File: src/rtl/hcbd_pkg.sv
package hcbd_pkg;

    typedef struct packed {
        logic [7:0] body_byte;
        logic       restart;
    } item_t;

    typedef struct packed {
        logic       payload_valid;
        logic [7:0] payload_byte;
        logic       message_done;
        logic       format_error;
    } result_t;

    typedef enum logic [2:0] {
        CLS_CR    = 3'd0,
        CLS_LF    = 3'd1,
        CLS_SEMI  = 3'd2,
        CLS_ZERO  = 3'd3,
        CLS_HEX   = 3'd4,
        CLS_OTHER = 3'd5
    } byte_class_t;

    typedef struct packed {
        byte_class_t cls;
        logic [3:0]  digit;
        logic [7:0]  data;
        logic        restart;
    } token_t;

    localparam logic [7:0] CHAR_CR           = 8'h0D;
    localparam logic [7:0] CHAR_LF           = 8'h0A;
    localparam logic [7:0] CHAR_SEMI         = 8'h3B;
    localparam logic [7:0] CHAR_ZERO         = 8'h30;
    localparam logic [7:0] CHAR_ONE          = 8'h31;
    localparam logic [7:0] CHAR_NINE         = 8'h39;
    localparam logic [7:0] CHAR_LOWER_A      = 8'h61;
    localparam logic [7:0] CHAR_LOWER_F      = 8'h66;
    localparam logic [7:0] CHAR_UPPER_A      = 8'h41;
    localparam logic [7:0] CHAR_UPPER_F      = 8'h46;
    localparam logic [7:0] LOWER_HEX_OFFSET  = 8'd87;
    localparam logic [7:0] UPPER_HEX_OFFSET  = 8'd55;

endpackage

File: src/rtl/hcbd_front.sv
module hcbd_front (
    input  hcbd_pkg::item_t  item,
    input  logic             item_valid,
    output logic             item_stall,
    output hcbd_pkg::token_t token,
    output logic             token_valid,
    input  logic             token_stall
);
    import hcbd_pkg::*;

    logic [7:0] b;
    logic [7:0] diff;

    assign b           = item.body_byte;
    assign token_valid = item_valid;
    assign item_stall  = token_stall;

    // byte classification and hex digit value
    always_comb
    begin
        token.data    = b;
        token.restart = item.restart;
        token.cls     = CLS_OTHER;
        diff          = 8'd0;
        if (b == CHAR_CR)
        begin
            token.cls = CLS_CR;
        end
        else if (b == CHAR_LF)
        begin
            token.cls = CLS_LF;
        end
        else if (b == CHAR_SEMI)
        begin
            token.cls = CLS_SEMI;
        end
        else if (b == CHAR_ZERO)
        begin
            token.cls = CLS_ZERO;
        end
        else if (b >= CHAR_ONE && b <= CHAR_NINE)
        begin
            token.cls = CLS_HEX;
            diff      = b - CHAR_ZERO;
        end
        else if (b >= CHAR_LOWER_A && b <= CHAR_LOWER_F)
        begin
            token.cls = CLS_HEX;
            diff      = b - LOWER_HEX_OFFSET;
        end
        else if (b >= CHAR_UPPER_A && b <= CHAR_UPPER_F)
        begin
            token.cls = CLS_HEX;
            diff      = b - UPPER_HEX_OFFSET;
        end
        token.digit = diff[3:0];
    end

endmodule

File: src/rtl/hcbd_queue.sv
module hcbd_queue (
    input  logic             clk,
    input  logic             rst_n,
    input  hcbd_pkg::token_t push_token,
    input  logic             push_valid,
    output logic             push_stall,
    output hcbd_pkg::token_t pop_token,
    output logic             pop_valid,
    input  logic             pop_stall
);
    import hcbd_pkg::*;

    token_t     entry_reg [2];
    logic [1:0] count_reg, count_next;
    logic       wr_ptr_reg, wr_ptr_next;
    logic       rd_ptr_reg, rd_ptr_next;
    logic       push, pop;

    assign push_stall = (count_reg == 2'd2);
    assign pop_valid  = (count_reg != 2'd0);
    assign pop_token  = entry_reg[rd_ptr_reg];
    assign push       = push_valid && !push_stall;
    assign pop        = pop_valid && !pop_stall;

    always_comb
    begin
        count_next  = count_reg;
        wr_ptr_next = wr_ptr_reg;
        rd_ptr_next = rd_ptr_reg;
        if (push)
        begin
            wr_ptr_next = !wr_ptr_reg;
        end
        if (pop)
        begin
            rd_ptr_next = !rd_ptr_reg;
        end
        if (push && !pop)
        begin
            count_next = count_reg + 2'd1;
        end
        else if (pop && !push)
        begin
            count_next = count_reg - 2'd1;
        end
    end

    always_ff @(posedge clk or negedge rst_n)
    begin
        if (!rst_n)
        begin
            count_reg  <= 2'd0;
            wr_ptr_reg <= 1'b0;
            rd_ptr_reg <= 1'b0;
        end
        else
        begin
            count_reg  <= count_next;
            wr_ptr_reg <= wr_ptr_next;
            rd_ptr_reg <= rd_ptr_next;
        end
    end

    always_ff @(posedge clk)
    begin
        if (push)
        begin
            entry_reg[wr_ptr_reg] <= push_token;
        end
    end

endmodule

File: src/rtl/hcbd_parse.sv
module hcbd_parse #(
    parameter int SIZE_BITS = 32
) (
    input  logic              clk,
    input  logic              rst_n,
    input  hcbd_pkg::token_t  token,
    input  logic              token_valid,
    output logic              token_stall,
    output hcbd_pkg::result_t result,
    output logic              result_valid,
    input  logic              result_stall
);
    import hcbd_pkg::*;

    typedef enum logic [10:0] {
        PH_LEN_START = 11'b000_0000_0001,
        PH_LEN       = 11'b000_0000_0010,
        PH_LEN_EXT   = 11'b000_0000_0100,
        PH_LEN_CR    = 11'b000_0000_1000,
        PH_DATA      = 11'b000_0001_0000,
        PH_DATA_CR   = 11'b000_0010_0000,
        PH_LAST      = 11'b000_0100_0000,
        PH_LAST_CR   = 11'b000_1000_0000,
        PH_FINAL     = 11'b001_0000_0000,
        PH_FINAL_CR  = 11'b010_0000_0000,
        PH_DONE      = 11'b100_0000_0000
    } phase_t;

    phase_t                 phase_reg, phase_next, phase_cur;
    logic [SIZE_BITS-1:0]   left_reg, left_next, left_cur;
    logic                   err_reg, err_next, err_cur;
    logic                   res_valid_reg, res_valid_next;
    result_t                res_reg, res_next;
    logic                   take;
    logic                   pv;
    logic                   is_digit;

    assign take         = token_valid && (!res_valid_reg || !result_stall);
    assign token_stall  = res_valid_reg && result_stall;
    assign result_valid = res_valid_reg;
    assign result       = res_reg;
    assign is_digit     = (token.cls == CLS_HEX) || (token.cls == CLS_ZERO);

    always_comb
    begin
        phase_cur = token.restart ? PH_LEN_START : phase_reg;
        left_cur  = token.restart ? '0 : left_reg;
        err_cur   = token.restart ? 1'b0 : err_reg;

        phase_next = phase_cur;
        left_next  = left_cur;
        err_next   = err_cur;
        pv         = 1'b0;

        if (!err_cur && phase_cur != PH_DONE)
        begin
            case (phase_cur)
                PH_LEN_START:
                begin
                    if (token.cls == CLS_ZERO)
                    begin
                        phase_next = PH_LAST;
                    end
                    else if (token.cls == CLS_HEX)
                    begin
                        left_next  = {{(SIZE_BITS-4){1'b0}}, token.digit};
                        phase_next = PH_LEN;
                    end
                    else
                    begin
                        err_next = 1'b1;
                    end
                end
                PH_LEN:
                begin
                    if (token.cls == CLS_CR)
                    begin
                        phase_next = PH_LEN_CR;
                    end
                    else if (token.cls == CLS_LF)
                    begin
                        phase_next = PH_DATA;
                    end
                    else if (token.cls == CLS_SEMI)
                    begin
                        phase_next = PH_LEN_EXT;
                    end
                    else if (is_digit && left_cur[SIZE_BITS-1 -: 4] == 4'd0)
                    begin
                        left_next = {left_cur[SIZE_BITS-5:0], token.digit};
                    end
                    else
                    begin
                        err_next = 1'b1;
                    end
                end
                PH_LEN_EXT:
                begin
                    if (token.cls == CLS_CR)
                    begin
                        phase_next = PH_LEN_CR;
                    end
                    else if (token.cls == CLS_LF)
                    begin
                        phase_next = PH_DATA;
                    end
                end
                PH_LEN_CR:
                begin
                    if (token.cls == CLS_LF)
                    begin
                        phase_next = PH_DATA;
                    end
                    else
                    begin
                        err_next = 1'b1;
                    end
                end
                PH_DATA:
                begin
                    if (left_cur != '0)
                    begin
                        pv        = 1'b1;
                        left_next = left_cur - 1'b1;
                    end
                    else if (token.cls == CLS_CR)
                    begin
                        phase_next = PH_DATA_CR;
                    end
                    else if (token.cls == CLS_LF)
                    begin
                        phase_next = PH_LEN_START;
                    end
                    else
                    begin
                        err_next = 1'b1;
                    end
                end
                PH_DATA_CR:
                begin
                    if (token.cls == CLS_LF)
                    begin
                        phase_next = PH_LEN_START;
                    end
                    else
                    begin
                        err_next = 1'b1;
                    end
                end
                PH_LAST:
                begin
                    if (token.cls == CLS_CR)
                    begin
                        phase_next = PH_LAST_CR;
                    end
                    else if (token.cls == CLS_LF)
                    begin
                        phase_next = PH_FINAL;
                    end
                    else
                    begin
                        err_next = 1'b1;
                    end
                end
                PH_LAST_CR:
                begin
                    if (token.cls == CLS_LF)
                    begin
                        phase_next = PH_FINAL;
                    end
                    else
                    begin
                        err_next = 1'b1;
                    end
                end
                PH_FINAL:
                begin
                    if (token.cls == CLS_CR)
                    begin
                        phase_next = PH_FINAL_CR;
                    end
                    else if (token.cls == CLS_LF)
                    begin
                        phase_next = PH_DONE;
                    end
                    else
                    begin
                        err_next = 1'b1;
                    end
                end
                PH_FINAL_CR:
                begin
                    if (token.cls == CLS_LF)
                    begin
                        phase_next = PH_DONE;
                    end
                    else
                    begin
                        err_next = 1'b1;
                    end
                end
                default:
                begin
                    err_next = 1'b1;
                end
            endcase
        end

        res_next.payload_valid = pv;
        res_next.payload_byte  = pv ? token.data : 8'd0;
        res_next.message_done  = (phase_next == PH_DONE);
        res_next.format_error  = err_next;

        res_valid_next = take ? 1'b1 : (res_valid_reg && result_stall);
    end

    always_ff @(posedge clk or negedge rst_n)
    begin
        if (!rst_n)
        begin
            phase_reg     <= PH_LEN_START;
            left_reg      <= '0;
            err_reg       <= 1'b0;
            res_valid_reg <= 1'b0;
        end
        else
        begin
            res_valid_reg <= res_valid_next;
            if (take)
            begin
                phase_reg <= phase_next;
                left_reg  <= left_next;
                err_reg   <= err_next;
            end
        end
    end

    always_ff @(posedge clk)
    begin
        if (take)
        begin
            res_reg <= res_next;
        end
    end

endmodule

File: src/rtl/http_chunked_body_decoder_core.sv
// Chunked body decoder: one body byte in, one result out per transaction, at a
// sustained rate of one byte per clock while the result side does not stall.
// A byte passes through the two-entry classify queue and then the parse state
// machine's output register before it shows up on the result side. The per-byte
// parse step, including the SIZE_BITS-wide length shift or decrement, lies in
// front of that output register. A stalled result side backs up into the queue,
// and the input stalls once two bytes wait there.
module http_chunked_body_decoder_core #(
    parameter int SIZE_BITS = 32
) (
    input  logic              clk,
    input  logic              rst_n,
    input  hcbd_pkg::item_t   item,
    input  logic              item_valid,
    output logic              item_stall,
    output hcbd_pkg::result_t result,
    output logic              result_valid,
    input  logic              result_stall
);
    import hcbd_pkg::*;

    token_t front_token;
    logic   front_valid;
    logic   front_stall;
    token_t queue_token;
    logic   queue_valid;
    logic   queue_stall;

    hcbd_front u_front (
        .item        (item),
        .item_valid  (item_valid),
        .item_stall  (item_stall),
        .token       (front_token),
        .token_valid (front_valid),
        .token_stall (front_stall)
    );

    hcbd_queue u_queue (
        .clk        (clk),
        .rst_n      (rst_n),
        .push_token (front_token),
        .push_valid (front_valid),
        .push_stall (front_stall),
        .pop_token  (queue_token),
        .pop_valid  (queue_valid),
        .pop_stall  (queue_stall)
    );

    hcbd_parse #(
        .SIZE_BITS (SIZE_BITS)
    ) u_parse (
        .clk          (clk),
        .rst_n        (rst_n),
        .token        (queue_token),
        .token_valid  (queue_valid),
        .token_stall  (queue_stall),
        .result       (result),
        .result_valid (result_valid),
        .result_stall (result_stall)
    );

    a_payload_clean: assert property (@(posedge clk) disable iff (!rst_n)
        result_valid && result.payload_valid |->
            !result.format_error && !result.message_done)
        else $error("payload transaction with error or done set");

    a_done_xor_error: assert property (@(posedge clk) disable iff (!rst_n)
        result_valid |-> !(result.message_done && result.format_error))
        else $error("done and error both set");

    a_byte_zero: assert property (@(posedge clk) disable iff (!rst_n)
        result_valid && !result.payload_valid |-> result.payload_byte == 8'd0)
        else $error("non-payload transaction carries a byte");

    a_stall_full: assert property (@(posedge clk) disable iff (!rst_n)
        queue_valid && !queue_stall |=> !item_stall)
        else $error("input still stalled after the back end drained");

endmodule

File: config.mk
export PLATFORM = sky130hd
export DESIGN_NAME = http_chunked_body_decoder_core
export DESIGN_NICKNAME = d
export VERILOG_FILES = /design/src/rtl/hcbd_pkg.sv /design/src/rtl/hcbd_front.sv /design/src/rtl/hcbd_queue.sv /design/src/rtl/hcbd_parse.sv /design/src/rtl/http_chunked_body_decoder_core.sv
export SDC_FILE = /design/constraint.sdc
export NUM_CORES = 1
export LEC_CHECK = 0
export BUFFER_PORTS_ARGS = -buffer_cell sky130_fd_sc_hd__clkbuf_2
export CORE_ASPECT_RATIO = 0.9
export CORE_MARGIN = 2
export CORE_UTILIZATION = 65
export CTS_CLUSTER_DIAMETER = 60
export DETAILED_ROUTE_END_ITERATION = 7
export HOLD_SLACK_MARGIN = 0.15
export PLACE_DENSITY_LB_ADDON = 0.08
export SLEW_MARGIN = 10
export SYNTH_ARGS = -nofsm -noshare
export SYNTH_HDL_FRONTEND = slang
export SYNTH_SLANG_ARGS = --single-unit
File: constraint.sdc
create_clock -name clk -period 9.7 [get_ports clk]
set_clock_uncertainty 0.15 [all_clocks]
set_input_delay 0.97 -clock clk [delete_from_list [all_inputs] [get_ports clk]]
set_output_delay 0.97 -clock clk [all_outputs]
set_load 0.005 [all_outputs]
# After elaboration in Yosys (flattened, before gate mapping)
# Memory sizes are Yosys's and may differ from the RTL's.
# Cells that the tools add are included.
[word_totals] reg_bits=60 ram_bits=32 out_inout_bits=13 wordCells=135 n_memories=1
[op_classes] addsub=6 n_lt_le_gt_ge=6 eq_ne=21 muxes=61 n_reduce_logical=29
[mem_list] memory="u_queue.entry_reg" depth=2 width=16 rd=1 rd_ports_with_merged_regs=0 wr=1 line="hcbd_queue.sv:13" text="token_t entry_reg [2];"
[ops] op="$mux W32" count=9
[ops] op="$mux W11" count=16
[ops] op="$pmux W11 S10" count=1
[ops] op="$pmux W32 S3" count=1
[ops] op="$reduce_bool A32 Y1" count=1
[ops] op="$sub A32 B1 Y32 const B" count=1
[ops] op="$mux W4" count=7
[ops] op="$mux W1" count=18
[ops] op="$mux W3" count=6
[ops] op="$eq A8 B4 Y1 const B" count=2
[ops] op="$eq A8 B6 Y1 const B" count=2
[ops] op="$ge A8 B7 Y1 const B" count=2
[ops] op="$le A8 B7 Y1 const B" count=2
[ops] op="$eq A11 B1 Y1 const B" count=1
[ops] op="$eq A11 B10 Y1 const B" count=1
[ops] op="$eq A11 B11 Y1 const B" count=1
[ops] op="$eq A11 B2 Y1 const B" count=1
[ops] op="$eq A11 B3 Y1 const B" count=1
[ops] op="$eq A11 B4 Y1 const B" count=1
[ops] op="$eq A11 B5 Y1 const B" count=1
[ops] op="$eq A11 B6 Y1 const B" count=1
[ops] op="$eq A11 B7 Y1 const B" count=1
[ops] op="$eq A11 B8 Y1 const B" count=1
[ops] op="$eq A11 B9 Y1 const B" count=1
[ops] op="21 further kinds" count=44

# Logic depth before layout (Yosys ltp)
# Gate-level depths: netlist of run 1.
# An unclocked memory read counts as a cell.
[logic_depth] word_depth=10 depth_mapped=15 ltp_nobuf=9

# By module
# Synthesis of run 1 repeated with hierarchy kept, for this count alone.
[unflattened] cells_unflattened=735 area_unflattened_um2=6526.3
[modules_own_cells] module="hcbd_parse" instances=1 cells_each=612 area_per_inst_um2=4653.2 seq_area_each_um2=1457.6
[modules_own_cells] module="hcbd_queue" instances=1 cells_each=69 area_per_inst_um2=1408.9 seq_area_each_um2=1061.0
[modules_own_cells] module="hcbd_front" instances=1 cells_each=54 area_per_inst_um2=464.2 seq_area_each_um2=0.0

# Worst setup path after synthesis of run 1
# Ideal clock, no wire load.
[synth_timing] path_kind="register -> register" from="reg u_queue.rd_ptr_reg" to="reg u_parse.left_reg[25]" setup_time_ns=0.126 t_arrival_ns=3.153 t_required_ns=9.424 path_slack_ns=6.271 path_stages_with_launch=15 path_buffers=5 cell_sequence="dfrtp_1 buf_2 mux2i_1 buf_2 clkbuf_1 clkbuf_1 buf_1 nand2_1 ha_1 inv_1 o2111ai_2 or3_1 a31oi_1 nor3_1 a221o_1"
[synth_via] elab_chain_cells=10 word_cells_on_any_way=29 classes_between="add/sub: 1; eq/ne: 8; mux: 12; reduce/logical: 7; memory: 1"
[synth_rtl] item="from (decl)" line="hcbd_queue.sv:16" text="logic rd_ptr_reg, rd_ptr_next;"
[synth_rtl] item="from (signal assigned)" line="hcbd_queue.sv:60" text="rd_ptr_reg <= rd_ptr_next;"
[synth_rtl] item="$mem_v2 Z2 W16 (*)"
[synth_rtl] item="branches (longest 8 deep; another with $sub A32 B1 Y32)"
[synth_rtl] item="$mux W32 (*)" line="hcbd_parse.sv:55" text="if (!err_cur && phase_cur != PH_DONE)"
[synth_rtl] item="to (signal assigned)" line="hcbd_parse.sv:232" text="left_reg <= left_next;"
[synth_rtl] item="to (decl)" line="hcbd_parse.sv:30" text="logic [SIZE_BITS-1:0] left_reg, left_next, left_cur;"
# Mark *: on every way between the ends.
# A chain may end at the register's enable or synchronous reset.

# Worst setup path in the final report of run 1
[layout_timing] from="reg u_queue.rd_ptr_reg" to="reg u_parse.left_reg[4]"
# Same word-level chain as after synthesis.

==> results of run 1 <==
cell usage in the layout, fill, tap and decap left out, types with 5 or more instances in the layout:
cell type and count:
a31oi_1 14, o21ai_1 18, clkbuf_2 25, nor4_1 7, nor2b_1 9, o22ai_1 6, a32oi_1 9, nor2_1 57
nor3_1 22, ha_1 7, dfrtp_1 48, a21oi_1 40, nor4_2 5, edfxtp_1 43, nand2b_1 6, nand2_1 57
mux2i_1 16, xnor2_1 8, buf_4 6, o31ai_1 11, o21ai_0 74, nand3_1 18, o21a_1 5, nand4_1 11
a22oi_1 12, inv_1 16, nor4b_1 5, or3_1 8, clkbuf_8 9
path summary, 6_finish.rpt:
path / slack [ps] / cells past startpoint / endpoint / startpoint
max in group asynchronous: 8390 / 2 / u_parse.phase_reg[1]$_DFFE_PN0P_ / rst_n
worst min register to register: 350 / 1 / u_queue.wr_ptr_reg$_DFFE_PN0P_ / u_queue.wr_ptr_reg$_DFFE_PN0P_
worst max register to register: 5790 / 7 / u_parse.left_reg[4]$_DFFE_PN0P_ / u_queue.rd_ptr_reg$_DFFE_PN0P_
worst max-delay path: 5790 / 7 / u_parse.left_reg[4]$_DFFE_PN0P_ / u_queue.rd_ptr_reg$_DFFE_PN0P_
worst min-delay path: 350 / 1 / u_queue.wr_ptr_reg$_DFFE_PN0P_ / u_queue.wr_ptr_reg$_DFFE_PN0P_
min in group asynchronous: 550 / 2 / u_parse.left_reg[26]$_DFFE_PN0P_ / rst_n
through the flow:
step	std cells	hold slack, ps	setup slack (ps)
after floorplan	683	300	6270
after global placement	786	318	6080
after detailed placement	786	330	5890
after CTS	802	345	5820
after global routing	802	371	5570
final	802	347	5790
power breakdown:
part           switching (W)  internal, W  total [W]
clock               0.000152    0.0000973   0.000250
combinational       0.000530     0.000249   0.000780
sequential         0.0000644     0.000492   0.000557
area by class of cell:
| cell class | instances | share of cell area, % |
|---|---|---|
| timing repair buffer | 31 | 2.64 |
| clock buffer | 9 | 1.92 |
| tap | 122 | 2.37 |
| clock inverter | 7 | 0.913 |
| inverter | 16 | 0.932 |
| multi-input combinational | 525 | 52.1 |
| sequential | 92 | 39.1 |
per-layer routing:
layer	up-vias	track usage [%]	share of wire [%]
met5	-	0	0
met4	0	14.6	3.1
met3	63	6.16	12
met2	450	53.2	44
met1	2733	48.8	41
li1	2599	-	-
logic make-up (layout without fill, tap and decap cells):
kind of cell,after synthesis,after routing,share of synthesized area (%)
muxes,18,18,2.95
xor gates and xnor gates,12,12,1.71
DFF,92,92,41.0
and+or+nand+nor,243,243,21.9
adders and majority gates,7,7,1.42
buffers and inverters,66,63,4.64
AOI/OAI and AO/OA,245,245,26.4
==> results.json, run 1 <==
{
  "ys.flop_type": "dfrtp_1",
  "dp_hpwl_um": 11500,
  "period_share_pct": 40.3,
  "path_buf_inv": 0,
  "drc": 0,
  "drt-wirelength-per-cell_um": 20.9,
  "cts_buffers": 9,
  "max_freq_mhz": 256,
  "status": "completed",
  "first_global_vias": 5404,
  "final_area_sq_um": 6440,
  "clock_latency_ps": 370,
  "leakage_nw": 2.39,
  "ys_warn_count": 0,
  "antenna_left": 0,
  "initial_core_util_pct": 67.1,
  "die_area_sq_um": 10300,
  "multi_input_area_sq_um": 3360,
  "cp_slowest_cell": "nand3_1",
  "fp-row-count": 33,
  "cts_tree": "built",
  "max_stage_delay_ps": 790,
  "vias": 5845,
  "max_cap_viol_count": 0,
  "antenna-diode-count": 0,
  "clk_pin_slew_worst_paths_ps": 100,
  "core_sq_um": 9170,
  "hold_viol": 0,
  "crit_arrival_ps": 4050,
  "final_nets": 695,
  "ctsHoldBuffers": 0,
  "synth-async-reset-ratio_pct": 53.3,
  "tns_ps": 0,
  "drt_iter0_drc": 636,
  "cp.required_ps": 9840,
  "syn_inst": 683,
  "avgSynthCellArea_sq_um": 9.00,
  "hp-class": "flop to flop",
  "placed_area_sq_um": 6260,
  "synth_edf_count": 43,
  "rsz0062_at_grt": "no",
  "worst_pin_slew_ps": 992,
  "slew_violations": 0,
  "area_delta_synth_final_pct": 4.82,
  "crit_chain": "mux2_2 > nor3_4 > nand3_1 > nor2_1 > nand2_1 > o32a_1 > o21ai_1",
  "place.gp.congestion": 0.979,
  "clock-sinks": 92,
  "synth_common_cells": "75 x o21ai_0, 57 x nand2_1, 57 x nor2_1, 48 x dfrtp_1, 43 x edfxtp_1",
  "setup_viol": 0,
  "ys_seq_elements": 92,
  "clockRootBuffer": "clkbuf_8",
  "ctsResizeCount": 0,
  "layout-drive-gt1-share_pct": 12.4,
  "fillers": 766,
  "ios": 26,
  "die_width_um": 107,
  "antenna_found_initial": 0,
  "grtUsageTotal_pct": 34.6,
  "grt_remaining_overflow": 0,
  "crit_family": "simple AND/OR/NAND/NOR gates",
  "postLayoutCoreUtil_pct": 70.3,
  "port_buffers": 25,
  "end_kind": "flop",
  "vias_per_cell": 7.29,
  "grt_pass1_wl_um": 27800,
  "period_minus_slack_ps": 3910,
  "yosysUniqueCellTypes": 88,
  "postCtsSetupBuffers": 0,
  "critPathKind": "flop to flop",
  "vdd_ir_drop_max_mv": 0.231,
  "seq_area_sq_um": 2520,
  "synth_nets": 703,
  "first_pass_iters": 6,
  "synth_top_area_share_pct": 21.0,
  "yosysSeqAreaShare_pct": 41.0,
  "yosys-top-cells-area": "edfxtp_1 21%, dfrtp_1 20%, o21ai_0 6.1%",
  "crit_fanout": 30,
  "p_total_w": 0.00159,
  "chipHeight_um": 96.3,
  "wl_um": 16800,
  "max_slew_margin_pct": 33.9,
  "syn-cell-area_sq_um": 6150,
  "powerDensity_nw_per_um2": 246,
  "cts_buffer_depth": 2,
  "cts.htree.levels": 3,
  "start_kind": "flop",
  "synth_top_area_cell": "edfxtp_1",
  "yosysMostFrequentCell": "o21ai_0",
  "grt_max_degree": 67
}
Power figures use the tool's default switching activity.
==> run 2: changes to the inputs <==
CORE_UTILIZATION = 63   (was 65)
clock period = 3.8 ns   (was 9.7 ns; I/O delays follow)
==> run 2 against run 1 <==
Against the previous run: die area increased by 3.0%; combinational power increased to 2.7 times the previous value; non-clock buffer count increased by 18; hold slack got worse by 180 ps; first-iteration DRC count increased by 15%; final cell count increased by 2.7%; critical path depth increased by 1; count of clock-buffer cells in the layout unchanged; utilization decreased by 0.95 points; critical path type unchanged.
==> results.json, run 2 (synthesis gave the netlist of run 1 again) <==
{
  "status": "completed",
  "crit_arrival_ps": 3480,
  "core_sq_um": 9570,
  "setup_viol": 0,
  "first_global_vias": 5695,
  "clockRootBuffer": "clkbuf_8",
  "final_nets": 713,
  "worstHoldEndpoint": "u_queue.wr_ptr_reg$_DFFE_PN0P_",
  "grt_remaining_overflow": 0,
  "period_minus_slack_ps": 3420,
  "crit_fanout": 14,
  "rsz0062_at_grt": "no",
  "antenna_found_initial": 0,
  "die_area_sq_um": 10600,
  "max_slew_margin_pct": 41.5,
  "regToRegEndpoint": "u_parse.result[1]$_DFFE_PP_",
  "grtUsageTotal_pct": 36.7,
  "clock-sinks": 92,
  "first_pass_iters": 6,
  "fp-row-count": 34,
  "r2r_cells": 8,
  "leakage_nw": 2.50,
  "dp_hpwl_um": 12600,
  "drc": 0,
  "multi_input_area_sq_um": 3360,
  "cts_tree": "built",
  "port_buffers": 25,
  "rrSetupSlack_ps": 380,
  "ios": 26,
  "vias": 5906,
  "fillers": 780,
  "grt_pass1_wl_um": 30000,
  "powerDensity_nw_per_um2": 640,
  "vias_per_cell": 7.17,
  "drt_iter0_drc": 730,
  "final_common_cell": "o21ai_0",
  "chipHeight_um": 97.7,
  "drt-wirelength-per-cell_um": 22.7,
  "max_freq_mhz": 293,
  "worstReg2RegStart": "u_queue.rd_ptr_reg$_DFFE_PN0P_",
  "die_width_um": 108,
  "cts.htree.levels": 3,
  "hp-class": "input port to flop",
  "cts_buffer_depth": 2,
  "tns_ps": 0,
  "cts_buffers": 9,
  "hold_viol": 0,
  "worst_pin_slew_ps": 875,
  "grt_max_degree": 50,
  "slew_violations": 0,
  "initial_core_util_pct": 64.2,
  "wl_um": 18700,
  "start_kind": "flop",
  "fin_hold_ws_ps": 168,
  "antenna_left": 0,
  "final_cell_mix": "74 x o21ai_0, 57 x nand2_1, 57 x nor2_1",
  "clock_latency_ps": 370,
  "layout-drive-gt1-share_pct": 13.6,
  "place.gp.congestion": 0.942,
  "worstHoldStart": "item_valid",
  "area_delta_synth_final_pct": 7.98,
  "ctsResizeCount": 0,
  "period_share_pct": 89.9,
  "seq_area_sq_um": 2520,
  "hold_depth": 3,
  "end_kind": "flop",
  "cp.required_ps": 3860,
  "antenna-diode-count": 0,
  "critPathKind": "flop to flop",
  "vdd_ir_drop_max_mv": 0.654,
  "clk_pin_slew_worst_paths_ps": 110,
  "max_cap_viol_count": 0
}
[run 2: how the worst max path moves through the flow]
stage | endpoint | cells after the start | slack [ps] | start
final | u_parse.result[1]$_DFFE_PP_ | 8 | 380 | u_queue.rd_ptr_reg$_DFFE_PN0P_
after global routing | u_parse.result[1]$_DFFE_PP_ | 8 | 170 | u_queue.rd_ptr_reg$_DFFE_PN0P_
after CTS | u_parse.result[1]$_DFFE_PP_ | 8 | 480 | u_queue.rd_ptr_reg$_DFFE_PN0P_
after detailed placement | u_parse.result[1]$_DFFE_PP_ | 8 | 500 | u_queue.rd_ptr_reg$_DFFE_PN0P_
after global placement | u_parse.result[1]$_DFFE_PP_ | 9 | 580 | u_queue.rd_ptr_reg$_DFFE_PN0P_
after floorplan | u_parse.left_reg[25]$_DFFE_PN0P_ | 14 | 370 | u_queue.rd_ptr_reg$_DFFE_PN0P_
[run 2: layout make-up]
cell class | instances | share of cell area, %
multi-input combinational | 525 | 50.6
sequential | 92 | 37.9
timing repair buffer | 49 | 5.09
tap | 126 | 2.38
clock buffer | 9 | 1.87
clock inverter | 7 | 1.21
inverter | 16 | 0.905
[run 2: routing by layer]
metal	share of wire, %	global-route usage [%]	vias up
li1	-	-	2633
met1	40	53.2	2796
met2	45	53.8	420
met3	12	9.26	57
met4	2.5	12.6	0
met5	0	0	-
[run 2: repair_timing]
| item | CTS | global route |
|---|---|---|
| endpoints found under the hold margin | 61 | 0 |
| buffers inserted | 0 | 0 |
| hold buffers | 8 | 0 |
[run 2: per-stage QoR]
stage | util, % | cell area [sq um] | power [W] | setup WS (ps) | std cells
after global routing | 69.3 | 6640 | 0.00447 | 174 | 824
after CTS | 69.3 | 6640 | 0.00418 | 484 | 824
after floorplan | - | 6150 | 0.00286 | 371 | 683
final | 69.3 | 6640 | 0.00425 | 382 | 824
after global placement | 66.4 | 6350 | 0.00343 | 583 | 800
after detailed placement | 66.4 | 6350 | 0.00346 | 502 | 800
[run 2: power breakdown]
group / switching (W) / internal [W]
sequential: 0.000190 / 0.00126
clock: 0.000408 / 0.000317
combinational: 0.00139 / 0.000689
[run 2: worst max-delay path, stage by stage, from the launching register on]
cell and delay (ps):
dfrtp_1 640, mux2i_4 650, nand4_1 230, nor2_1 300, o41a_1 470, nand3_1 160, a32oi_1 270, nand4_1 140
nor4_2 250
